--- src/design/mm3_pkg.sv ---
// Shared types, constants and helper functions for the MurmurHash3 x86_128 block.
// Used by mm3_ctrl and murmur3_x86_128_hash_top; no dependencies.
`timescale 1ns / 1ps

package mm3_pkg;

    // Sequencer states
    typedef enum logic [4:0] {
        ST_IDLE,
        ST_BLK_MUL1,
        ST_BLK_MUL2,
        ST_BLK_MIX,
        ST_BLK_ADD,
        ST_TAIL_MUL1,
        ST_TAIL_MUL2,
        ST_TAIL_XOR,
        ST_FIN_LEN,
        ST_FIN_SUM,
        ST_FIN_SPREAD,
        ST_FMIX_MUL1,
        ST_FMIX_MUL2,
        ST_FMIX_XOR,
        ST_OUT_SUM,
        ST_OUT_WRITE
    } state_t;

    // Start request from the input side
    typedef struct packed {
        logic blk;   // block round needed
        logic tail;  // tail mixing needed
        logic last;  // final item of the message
    } go_t;

    // Sequencer view handed to the datapath
    typedef struct packed {
        state_t     state;
        logic [1:0] lane;
    } ctrl_t;

    localparam logic [31:0] FMIX_C1   = 32'h85ebca6b;
    localparam logic [31:0] FMIX_C2   = 32'hc2b2ae35;
    localparam logic [2:0]  FULL_WORD = 3'd4;

    // First scramble constant per lane
    function automatic logic [31:0] scr_c1(input logic [1:0] lane);
        logic [31:0] c;
        case (lane)
            2'd0:    c = 32'h239b961b;
            2'd1:    c = 32'hab0e9789;
            2'd2:    c = 32'h38b34ae5;
            default: c = 32'ha1e38b93;
        endcase
        return c;
    endfunction

    // Second scramble constant per lane
    function automatic logic [31:0] scr_c2(input logic [1:0] lane);
        logic [31:0] c;
        case (lane)
            2'd0:    c = 32'hab0e9789;
            2'd1:    c = 32'h38b34ae5;
            2'd2:    c = 32'ha1e38b93;
            default: c = 32'h239b961b;
        endcase
        return c;
    endfunction

    // Scramble rotation: 15, 16, 17, 18
    function automatic logic [31:0] scr_rotl(input logic [1:0] lane, input logic [31:0] x);
        logic [31:0] r;
        case (lane)
            2'd0:    r = {x[16:0], x[31:17]};
            2'd1:    r = {x[15:0], x[31:16]};
            2'd2:    r = {x[14:0], x[31:15]};
            default: r = {x[13:0], x[31:14]};
        endcase
        return r;
    endfunction

    // Block-round lane rotation: 19, 17, 15, 13
    function automatic logic [31:0] blk_rotl(input logic [1:0] lane, input logic [31:0] x);
        logic [31:0] r;
        case (lane)
            2'd0:    r = {x[12:0], x[31:13]};
            2'd1:    r = {x[14:0], x[31:15]};
            2'd2:    r = {x[16:0], x[31:17]};
            default: r = {x[18:0], x[31:19]};
        endcase
        return r;
    endfunction

    // Block-round lane offset
    function automatic logic [31:0] blk_add(input logic [1:0] lane);
        logic [31:0] c;
        case (lane)
            2'd0:    c = 32'h561ccd1b;
            2'd1:    c = 32'h0bcaa747;
            2'd2:    c = 32'h96cd1c35;
            default: c = 32'h32ac3b17;
        endcase
        return c;
    endfunction

    // Byte count clamped to a full word
    function automatic logic [2:0] cnt_sat(input logic [2:0] cnt);
        return (cnt > FULL_WORD) ? FULL_WORD : cnt;
    endfunction

    // Zero the bytes at and above the (clamped) count
    function automatic logic [31:0] byte_mask(input logic [31:0] w, input logic [2:0] cnt);
        logic [31:0] r;
        case (cnt)
            3'd0:    r = 32'd0;
            3'd1:    r = {24'd0, w[7:0]};
            3'd2:    r = {16'd0, w[15:0]};
            3'd3:    r = {8'd0, w[23:0]};
            default: r = w;
        endcase
        return r;
    endfunction

endpackage

--- src/design/mm3_mul.sv ---
// Shared 32x32 multiplier, low 32 bits of the product, registered.
// Depends on nothing; used by murmur3_x86_128_hash_top.
`timescale 1ns / 1ps

module mm3_mul (
    input  logic        clk,
    input  logic        en,
    input  logic [31:0] a,
    input  logic [31:0] b,
    output logic [31:0] product
);

    logic [63:0] full_prod;
    logic [31:0] product_reg;

    assign full_prod = a * b;

    always_ff @(posedge clk)
    begin
        if (en)
        begin
            product_reg <= full_prod[31:0];
        end
    end

    assign product = product_reg;

endmodule

--- src/design/mm3_ctrl.sv ---
// Sequencer for the MurmurHash3 block: state and lane counter.
// Depends on mm3_pkg; drives the datapath in murmur3_x86_128_hash_top.
`timescale 1ns / 1ps

module mm3_ctrl (
    input  logic           clk,
    input  logic           rst_n,
    input  mm3_pkg::go_t   go,
    input  logic           out_free,
    output mm3_pkg::ctrl_t ctrl
);

    mm3_pkg::state_t state_reg, state_next;
    logic [1:0]      lane_reg, lane_next;
    logic            last_reg, last_next;
    logic            lane_end;

    assign lane_end = (lane_reg == 2'd3);

    // next state
    always_comb
    begin
        state_next = state_reg;
        lane_next  = lane_reg;
        last_next  = last_reg;
        unique case (state_reg)
            mm3_pkg::ST_IDLE:
            begin
                if (go.blk)
                begin
                    state_next = mm3_pkg::ST_BLK_MUL1;
                    last_next  = go.last;
                end
                else if (go.tail)
                begin
                    state_next = mm3_pkg::ST_TAIL_MUL1;
                end
            end
            mm3_pkg::ST_BLK_MUL1:  state_next = mm3_pkg::ST_BLK_MUL2;
            mm3_pkg::ST_BLK_MUL2:  state_next = mm3_pkg::ST_BLK_MIX;
            mm3_pkg::ST_BLK_MIX:   state_next = mm3_pkg::ST_BLK_ADD;
            mm3_pkg::ST_BLK_ADD:
            begin
                // lane counter wraps back to zero after lane 3
                lane_next = lane_reg + 2'd1;
                if (!lane_end)
                    state_next = mm3_pkg::ST_BLK_MUL1;
                else if (last_reg)
                    state_next = mm3_pkg::ST_FIN_LEN;
                else
                    state_next = mm3_pkg::ST_IDLE;
            end
            mm3_pkg::ST_TAIL_MUL1: state_next = mm3_pkg::ST_TAIL_MUL2;
            mm3_pkg::ST_TAIL_MUL2: state_next = mm3_pkg::ST_TAIL_XOR;
            mm3_pkg::ST_TAIL_XOR:
            begin
                lane_next  = lane_reg + 2'd1;
                state_next = lane_end ? mm3_pkg::ST_FIN_LEN : mm3_pkg::ST_TAIL_MUL1;
            end
            mm3_pkg::ST_FIN_LEN:    state_next = mm3_pkg::ST_FIN_SUM;
            mm3_pkg::ST_FIN_SUM:    state_next = mm3_pkg::ST_FIN_SPREAD;
            mm3_pkg::ST_FIN_SPREAD: state_next = mm3_pkg::ST_FMIX_MUL1;
            mm3_pkg::ST_FMIX_MUL1:  state_next = mm3_pkg::ST_FMIX_MUL2;
            mm3_pkg::ST_FMIX_MUL2:  state_next = mm3_pkg::ST_FMIX_XOR;
            mm3_pkg::ST_FMIX_XOR:
            begin
                lane_next  = lane_reg + 2'd1;
                state_next = lane_end ? mm3_pkg::ST_OUT_SUM : mm3_pkg::ST_FMIX_MUL1;
            end
            mm3_pkg::ST_OUT_SUM:    state_next = mm3_pkg::ST_OUT_WRITE;
            mm3_pkg::ST_OUT_WRITE:
            begin
                if (out_free)
                begin
                    state_next = mm3_pkg::ST_IDLE;
                    last_next  = 1'b0;
                end
            end
            default:                state_next = mm3_pkg::ST_IDLE;
        endcase
    end

    always_ff @(posedge clk or negedge rst_n)
    begin
        if (!rst_n)
        begin
            state_reg <= mm3_pkg::ST_IDLE;
            lane_reg  <= 2'd0;
            last_reg  <= 1'b0;
        end
        else
        begin
            state_reg <= state_next;
            lane_reg  <= lane_next;
            last_reg  <= last_next;
        end
    end

    // outputs
    always_comb
    begin
        ctrl.state = state_reg;
        ctrl.lane  = lane_reg;
    end

endmodule

--- src/design/murmur3_x86_128_hash_top.sv ---
// Top level of the streaming MurmurHash3 x86_128 hasher (low 64 bits out).
// Depends on mm3_pkg, mm3_mul and mm3_ctrl.
`timescale 1ns / 1ps

// Channel   Signals                                          Direction
// input     in_valid, in_ready, data_word, byte_count, last  in (item per word)
// output    out_valid, out_ready, hash_value                 out (item per message)
// config    cfg_valid, cfg_ready, seed                       in (write only)
//
// A held word is taken while idle; the fourth word of a block starts a block round
// (4 lanes x 4 steps on the shared multiplier). A last item starts tail mixing
// (a block round for a full block), then length xor, cross-adds and fmix32.
// Reset clears control only; lanes are loaded from the seed at message start.
// out_ready low holds the finished hash in the output register; held words may
// still be accepted, and a next last item waits at its final write.

module murmur3_x86_128_hash_top (
    input  logic        clk,
    input  logic        rst_n,
    // input words
    input  logic        in_valid,
    output logic        in_ready,
    input  logic [31:0] data_word,
    input  logic [2:0]  byte_count,
    input  logic        last,
    // result
    output logic        out_valid,
    input  logic        out_ready,
    output logic [63:0] hash_value,
    // seed register
    input  logic        cfg_valid,
    output logic        cfg_ready,
    input  logic [31:0] seed
);

    mm3_pkg::ctrl_t ctrl;
    mm3_pkg::go_t   go;

    logic        in_accept;
    logic        out_free;
    logic [2:0]  cnt_eff;
    logic [31:0] word_eff;

    // control state
    logic [31:0] seed_reg;
    logic        active_reg;
    logic [1:0]  pos_reg;
    logic [31:0] len_reg;
    logic        out_valid_reg;

    // payload state
    logic [31:0] lane_hash_reg [4];
    logic [31:0] lane_hash_next [4];
    logic [31:0] pend_reg [3];
    logic [31:0] word_reg;
    logic [1:0]  kpos_reg;
    logic [31:0] t_reg, t_next;
    logic [63:0] hash_reg;

    // shared multiplier
    logic        mul_en;
    logic [31:0] mul_a, mul_b, prod;

    logic [1:0]  lane, lane_nx;
    logic [31:0] lane_cur, k_sel, fmix_in, fmix_mid;
    logic [31:0] sum4;

    assign lane    = ctrl.lane;
    assign lane_nx = ctrl.lane + 2'd1;

    assign in_ready  = (ctrl.state == mm3_pkg::ST_IDLE);
    assign in_accept = in_valid && in_ready;
    assign cfg_ready = 1'b1;
    assign out_free  = !out_valid_reg || out_ready;
    assign out_valid = out_valid_reg;
    assign hash_value = hash_reg;

    // last word is clipped to its byte count; other words count as full
    assign cnt_eff  = last ? mm3_pkg::cnt_sat(byte_count) : mm3_pkg::FULL_WORD;
    assign word_eff = mm3_pkg::byte_mask(data_word, cnt_eff);

    // block round when the fourth full word arrives, tail mixing on any other last
    always_comb
    begin
        go.blk  = in_accept && (pos_reg == 2'd3) && (cnt_eff == mm3_pkg::FULL_WORD);
        go.tail = in_accept && last && !go.blk;
        go.last = last;
    end

    mm3_ctrl u_ctrl (
        .clk      (clk),
        .rst_n    (rst_n),
        .go       (go),
        .out_free (out_free),
        .ctrl     (ctrl)
    );

    // key word for the current lane: held words, then this word, then zeros
    always_comb
    begin
        k_sel = 32'd0;
        if (lane == kpos_reg)
            k_sel = word_reg;
        else if (lane < kpos_reg)
        begin
            case (lane)
                2'd0:    k_sel = pend_reg[0];
                2'd1:    k_sel = pend_reg[1];
                default: k_sel = pend_reg[2];
            endcase
        end
    end

    assign lane_cur = lane_hash_reg[lane];
    assign fmix_in  = lane_cur ^ {16'd0, lane_cur[31:16]};
    assign fmix_mid = prod ^ {13'd0, prod[31:13]};
    assign sum4     = (lane_hash_reg[0] + lane_hash_reg[1])
                    + (lane_hash_reg[2] + lane_hash_reg[3]);

    // multiplier operand select
    always_comb
    begin
        mul_en = 1'b1;
        mul_a  = 32'd0;
        mul_b  = 32'd0;
        case (ctrl.state)
            mm3_pkg::ST_BLK_MUL1, mm3_pkg::ST_TAIL_MUL1:
            begin
                mul_a = k_sel;
                mul_b = mm3_pkg::scr_c1(lane);
            end
            mm3_pkg::ST_BLK_MUL2, mm3_pkg::ST_TAIL_MUL2:
            begin
                mul_a = mm3_pkg::scr_rotl(lane, prod);
                mul_b = mm3_pkg::scr_c2(lane);
            end
            mm3_pkg::ST_FMIX_MUL1:
            begin
                mul_a = fmix_in;
                mul_b = mm3_pkg::FMIX_C1;
            end
            mm3_pkg::ST_FMIX_MUL2:
            begin
                mul_a = fmix_mid;
                mul_b = mm3_pkg::FMIX_C2;
            end
            default: mul_en = 1'b0;
        endcase
    end

    mm3_mul u_mul (
        .clk     (clk),
        .en      (mul_en),
        .a       (mul_a),
        .b       (mul_b),
        .product (prod)
    );

    // lane datapath
    always_comb
    begin
        for (int j = 0; j < 4; j++)
            lane_hash_next[j] = lane_hash_reg[j];
        t_next = t_reg;
        case (ctrl.state)
            mm3_pkg::ST_IDLE:
            begin
                // fresh message: lanes start from the seed
                if (in_accept && !active_reg)
                begin
                    for (int j = 0; j < 4; j++)
                        lane_hash_next[j] = seed_reg;
                end
            end
            mm3_pkg::ST_BLK_MIX:
                t_next = mm3_pkg::blk_rotl(lane, lane_cur ^ prod) + lane_hash_reg[lane_nx];
            mm3_pkg::ST_BLK_ADD:
                // h * 5 + offset
                lane_hash_next[lane] = t_reg + {t_reg[29:0], 2'b00} + mm3_pkg::blk_add(lane);
            mm3_pkg::ST_TAIL_XOR:
                lane_hash_next[lane] = lane_cur ^ prod;
            mm3_pkg::ST_FIN_LEN:
            begin
                for (int j = 0; j < 4; j++)
                    lane_hash_next[j] = lane_hash_reg[j] ^ len_reg;
            end
            mm3_pkg::ST_FIN_SUM, mm3_pkg::ST_OUT_SUM:
                lane_hash_next[0] = sum4;
            mm3_pkg::ST_FIN_SPREAD:
            begin
                for (int j = 1; j < 4; j++)
                    lane_hash_next[j] = lane_hash_reg[j] + lane_hash_reg[0];
            end
            mm3_pkg::ST_FMIX_XOR:
                lane_hash_next[lane] = prod ^ {16'd0, prod[31:16]};
            default: ;
        endcase
    end

    always_ff @(posedge clk)
    begin
        for (int j = 0; j < 4; j++)
            lane_hash_reg[j] <= lane_hash_next[j];
        t_reg <= t_next;
        if (in_accept)
        begin
            word_reg <= word_eff;
            kpos_reg <= pos_reg;
            if (!last && pos_reg != 2'd3)
                pend_reg[pos_reg] <= data_word;
        end
        if (ctrl.state == mm3_pkg::ST_OUT_WRITE && out_free)
            hash_reg <= {lane_hash_reg[1] + lane_hash_reg[0], lane_hash_reg[0]};
    end

    always_ff @(posedge clk or negedge rst_n)
    begin
        if (!rst_n)
        begin
            seed_reg      <= 32'd0;
            active_reg    <= 1'b0;
            pos_reg       <= 2'd0;
            len_reg       <= 32'd0;
            out_valid_reg <= 1'b0;
        end
        else
        begin
            if (cfg_valid && cfg_ready)
                seed_reg <= seed;
            if (ctrl.state == mm3_pkg::ST_OUT_WRITE && out_free)
            begin
                out_valid_reg <= 1'b1;
                active_reg    <= 1'b0;
                pos_reg       <= 2'd0;
                len_reg       <= 32'd0;
            end
            else
            begin
                if (out_ready)
                    out_valid_reg <= 1'b0;
                if (in_accept)
                begin
                    active_reg <= 1'b1;
                    pos_reg    <= pos_reg + 2'd1;
                    len_reg    <= len_reg + {29'd0, cnt_eff};
                end
            end
        end
    end

endmodule

--- config.mk ---
export PLATFORM = sky130hd
export DESIGN_NAME = murmur3_x86_128_hash_top
export DESIGN_NICKNAME = d
export VERILOG_FILES = /design/src/design/mm3_pkg.sv /design/src/design/mm3_mul.sv /design/src/design/mm3_ctrl.sv /design/src/design/murmur3_x86_128_hash_top.sv
export SDC_FILE = /design/constraint.sdc
export NUM_CORES = 2
export LEC_CHECK = 0
export BUFFER_PORTS_ARGS = -buffer_cell sky130_fd_sc_hd__buf_4
export CORE_ASPECT_RATIO = 1.2
export CORE_UTILIZATION = 40
export CTS_BUF_LIST = sky130_fd_sc_hd__clkbuf_8
export DETAILED_ROUTE_END_ITERATION = 10
export PLACE_DENSITY = 0.61
export SYNTH_ARGS = -nofsm -noshare
export SYNTH_HDL_FRONTEND = slang
export SYNTH_SLANG_ARGS = --single-unit
--- constraint.sdc ---
create_clock -name clk -period 13.75 [get_ports clk]
set_clock_uncertainty 0.05 [all_clocks]
set_input_delay 0 -clock clk [delete_from_list [all_inputs] [get_ports clk]]
set_output_delay 0 -clock clk [all_outputs]
set_load 0.005 [all_outputs]
==> results by group <==
Status
  • Status: finished with violations
  • Violated checks: design-rule violations

Finish
  • Storage cell area: 13470 um^2
  • Multi-input gate area: 35000 um^2
  • Max FFs per register: 128
  • Syn-to-layout area delta: 12.48%
  • Commonest non-fill, non-tap cell in the layout: inv_1
  • Most frequent cells in the layout: inv_1, fa_1, nand2_1
  • # fillers: 12.40k
  • Design Area, Final: 59010 um^2
  • Layout cells sized above 1: 8.626%
  • Nets: 6780

Logic synthesis
  • Synthesized cell area: 52470 um^2
  • Post-synth top flop: edfxtp_1
  • Synth area leader: edfxtp_1
  • Post-Syn Instances: 5691
  • Sequential fraction of the synthesis area: 25.67%
  • Synth top area cells: edfxtp_1, fa_1, ha_1, inv_1, xnor2_1
  • Yosys synthesis warning count: 0
  • Synth Net Count: 6563
  • Post-synth EDFFs: 386
  • Mean area per synthesized cell: 9.219 um^2
  • Unique masters post-synth: 85
  • Ys async rst share: 16.27%
  • Top cell type's share of synthesized area: 22.09%
  • #FFs+latches synth: 461

Die
  • Initial core utilization: 40.33%
  • Ports: 140
  • Die X: 332.6 um
  • Die area: 132600 um^2
  • Core Area: 130100 um^2
  • Die Height: 398.7 um
  • Cell row count: 145

Routing
  • Starting DRT DRC Count: 5362
  • ANT nets after route: 0
  • Via density: 6.038
  • Routed vias: 46.36k
  • Drt drc: 1
  • Post-detailed-route wirelength per cell: 27.89 um
  • DRT Pass-1 Iters: 11
  • Routed wire length: 214100 um

Timing
  • Final hold violations: 0
  • RSZ-0062 raised after global routing: no
  • Final setup margin: 2.359 ns
  • Final setup vio count: 0
  • Relative slew margins: 10.39%
  • Fin. max-slew vios: 0
  • Tcrit/Tclk final: 82.84%
  • Setup TNS: 0 ns
  • Worst slew pin tran: 1.335 ns
  • Fmax: 87.79 MHz
  • Fin crit period: 11.39 ns

CTS
  • CTS H-tree depth: 3
  • TritonCTS Sinks: 461
  • TritonCTS clock tree: built
  • Clock-pin slew on the worst setup and hold paths: 0.06 ns
  • Worst-Skew Late Latency: 0.84 ns
  • CTS root buf: clkbuf_8
  • Cts bufs inserted: 88
  • Postcts setup bufs: 0
  • Max clock buf depth: 3

Global route
  • Vias in the first global route: 46.68k
  • GRT Total Usage: 31.96%
  • Initial antenna violation count: 5
  • Global route overflow: 0
  • Global-route wire length before repair: 311100 um
  • Pin count of the biggest net entering global routing: 84

Place
  • Placed instance area: 55410 um^2
  • Dpl hpwl: 160600 um
  • Buffers added on ports: 138
  • GPL Wtd Cong: 1.064
  • Pre-CTS setup slack: 2.505 ns

Worst setup path
  • Data required time of the critical path: 14.23 ns
  • Max incr delay on CP: 0.75 ns
  • Crit path kind: reg -> reg
  • Worst EP arrival: 11.87 ns
  • Critical-path maximum fanout: 58
  • R2R Setup Slk: 2.36 ns
  • CP endpoint kind: flop
  • CP max-delay cell: and3_1
  • Startpoint Class: flop

Min path
  • Hold crit path type: in -> reg

Flow run
  • Max Cap Viol: 0
[final cells by class]
cell class | count | area share (%)
Multi-Input combinational cell | 4140 | 59.31
Clock inverter | 70 | 0.8926
Antenna cell | 6 | 0.02544
Timing Repair Buffer | 419 | 6.093
Clock buffer | 94 | 2.192
Sequential cell | 461 | 22.83
Tap cell | 1690 | 3.583
Inverter | 798 | 5.076
[Yosys cell counts, types with 30 or more instances]
library cell    n
and2_1         36
mux2i_1        42
buf_1          50
and3_1         34
xor2_1        142
xnor2_1       253
o21ai_0       286
nor2b_1        48
nand2_1       472
o22ai_1        97
o211ai_1       30
or3_1          31
clkbuf_1      218
a21o_1        103
a21oi_1       433
ha_1          327
o2111ai_1      42
mux2_2         44
edfxtp_1      386
nand2b_1       64
a222oi_1       68
dfrtp_1        75
a221o_1        34
o21bai_1       38
a22oi_1        35
nor2_1        479
nand3_1        59
mux4_2         42
fa_1          472
inv_1         787
nor3_1         55
a221oi_1       41
a31oi_1        51
[what timing repair did]
action                                 4_1_cts  5_1_grt
endpoints found under the hold margin      344        0
hold buffers                               176        0
resized for setup                            0        0
setup endpoints to repair                    0        0
[worst paths after layout]
check | startpoint | to | cells past startpoint
worst max register to register | u_ctrl.lane_reg[0] | u_mul.product[30] | 34
worst min-delay path | data_word[13] | word_reg[13] | 3
worst max-delay path | u_ctrl.lane_reg[0] | u_mul.product[30] | 34
min in group asynchronous | rst_n | len_reg[20] | 4
max in group asynchronous | rst_n | u_ctrl.lane_reg[0] | 4
worst min register to register | pos_reg[1] | kpos_reg[1] | 0
[per-stage QoR]
stage	cells	util [%]	hold WS [ns]
5_1_grt	7674	45.36	0.04891
2_1_floorplan	5691	-	-0.3456
4_1_cts	7672	45.36	0.0006206
3_3_place_gp	7332	42.59	-0.06920
6_report	7678	45.37	0.06373
3_5_place_dp	7332	42.59	-0.06060
[per-layer routing]
layer	part of all wire, %	wire [um]	track usage (%)
met5	0	0	0
met4	7.6	16300	21.45
met3	8.1	17290	4.741
met2	47	100200	52.90
met1	38	80370	38.65
[cells by family (layout without fill, tap and decap cells)]
| kind of cell | count (synthesis) | after routing | share of synthesized area [%] |
|---|---|---|---|
| compound gates | 1460 | 1460 | 18.12 |
| simple gates | 1333 | 1333 | 11.15 |
| buf+inv | 1090 | 1381 | 7.929 |
| fa+ha+maj | 799 | 799 | 25.81 |
| flops | 461 | 461 | 25.67 |
| xor+xnor | 397 | 397 | 6.668 |
| mux | 150 | 150 | 4.650 |
| other cells | 1 | 7 | 0.007147 |
[worst max-delay path, delay by kind of cell (launching register included)]
family,cells,cell delay (ns)
simple gates,6,1.81
xor+xnor,1,0.15
buf+inv,8,1.59
flops,1,0.59
fa+ha+maj,10,4.56
compound gates,9,2.35
Power is not shown: default switching activity piles up to over one toggle a cycle in this logic, so the estimate is an artifact.
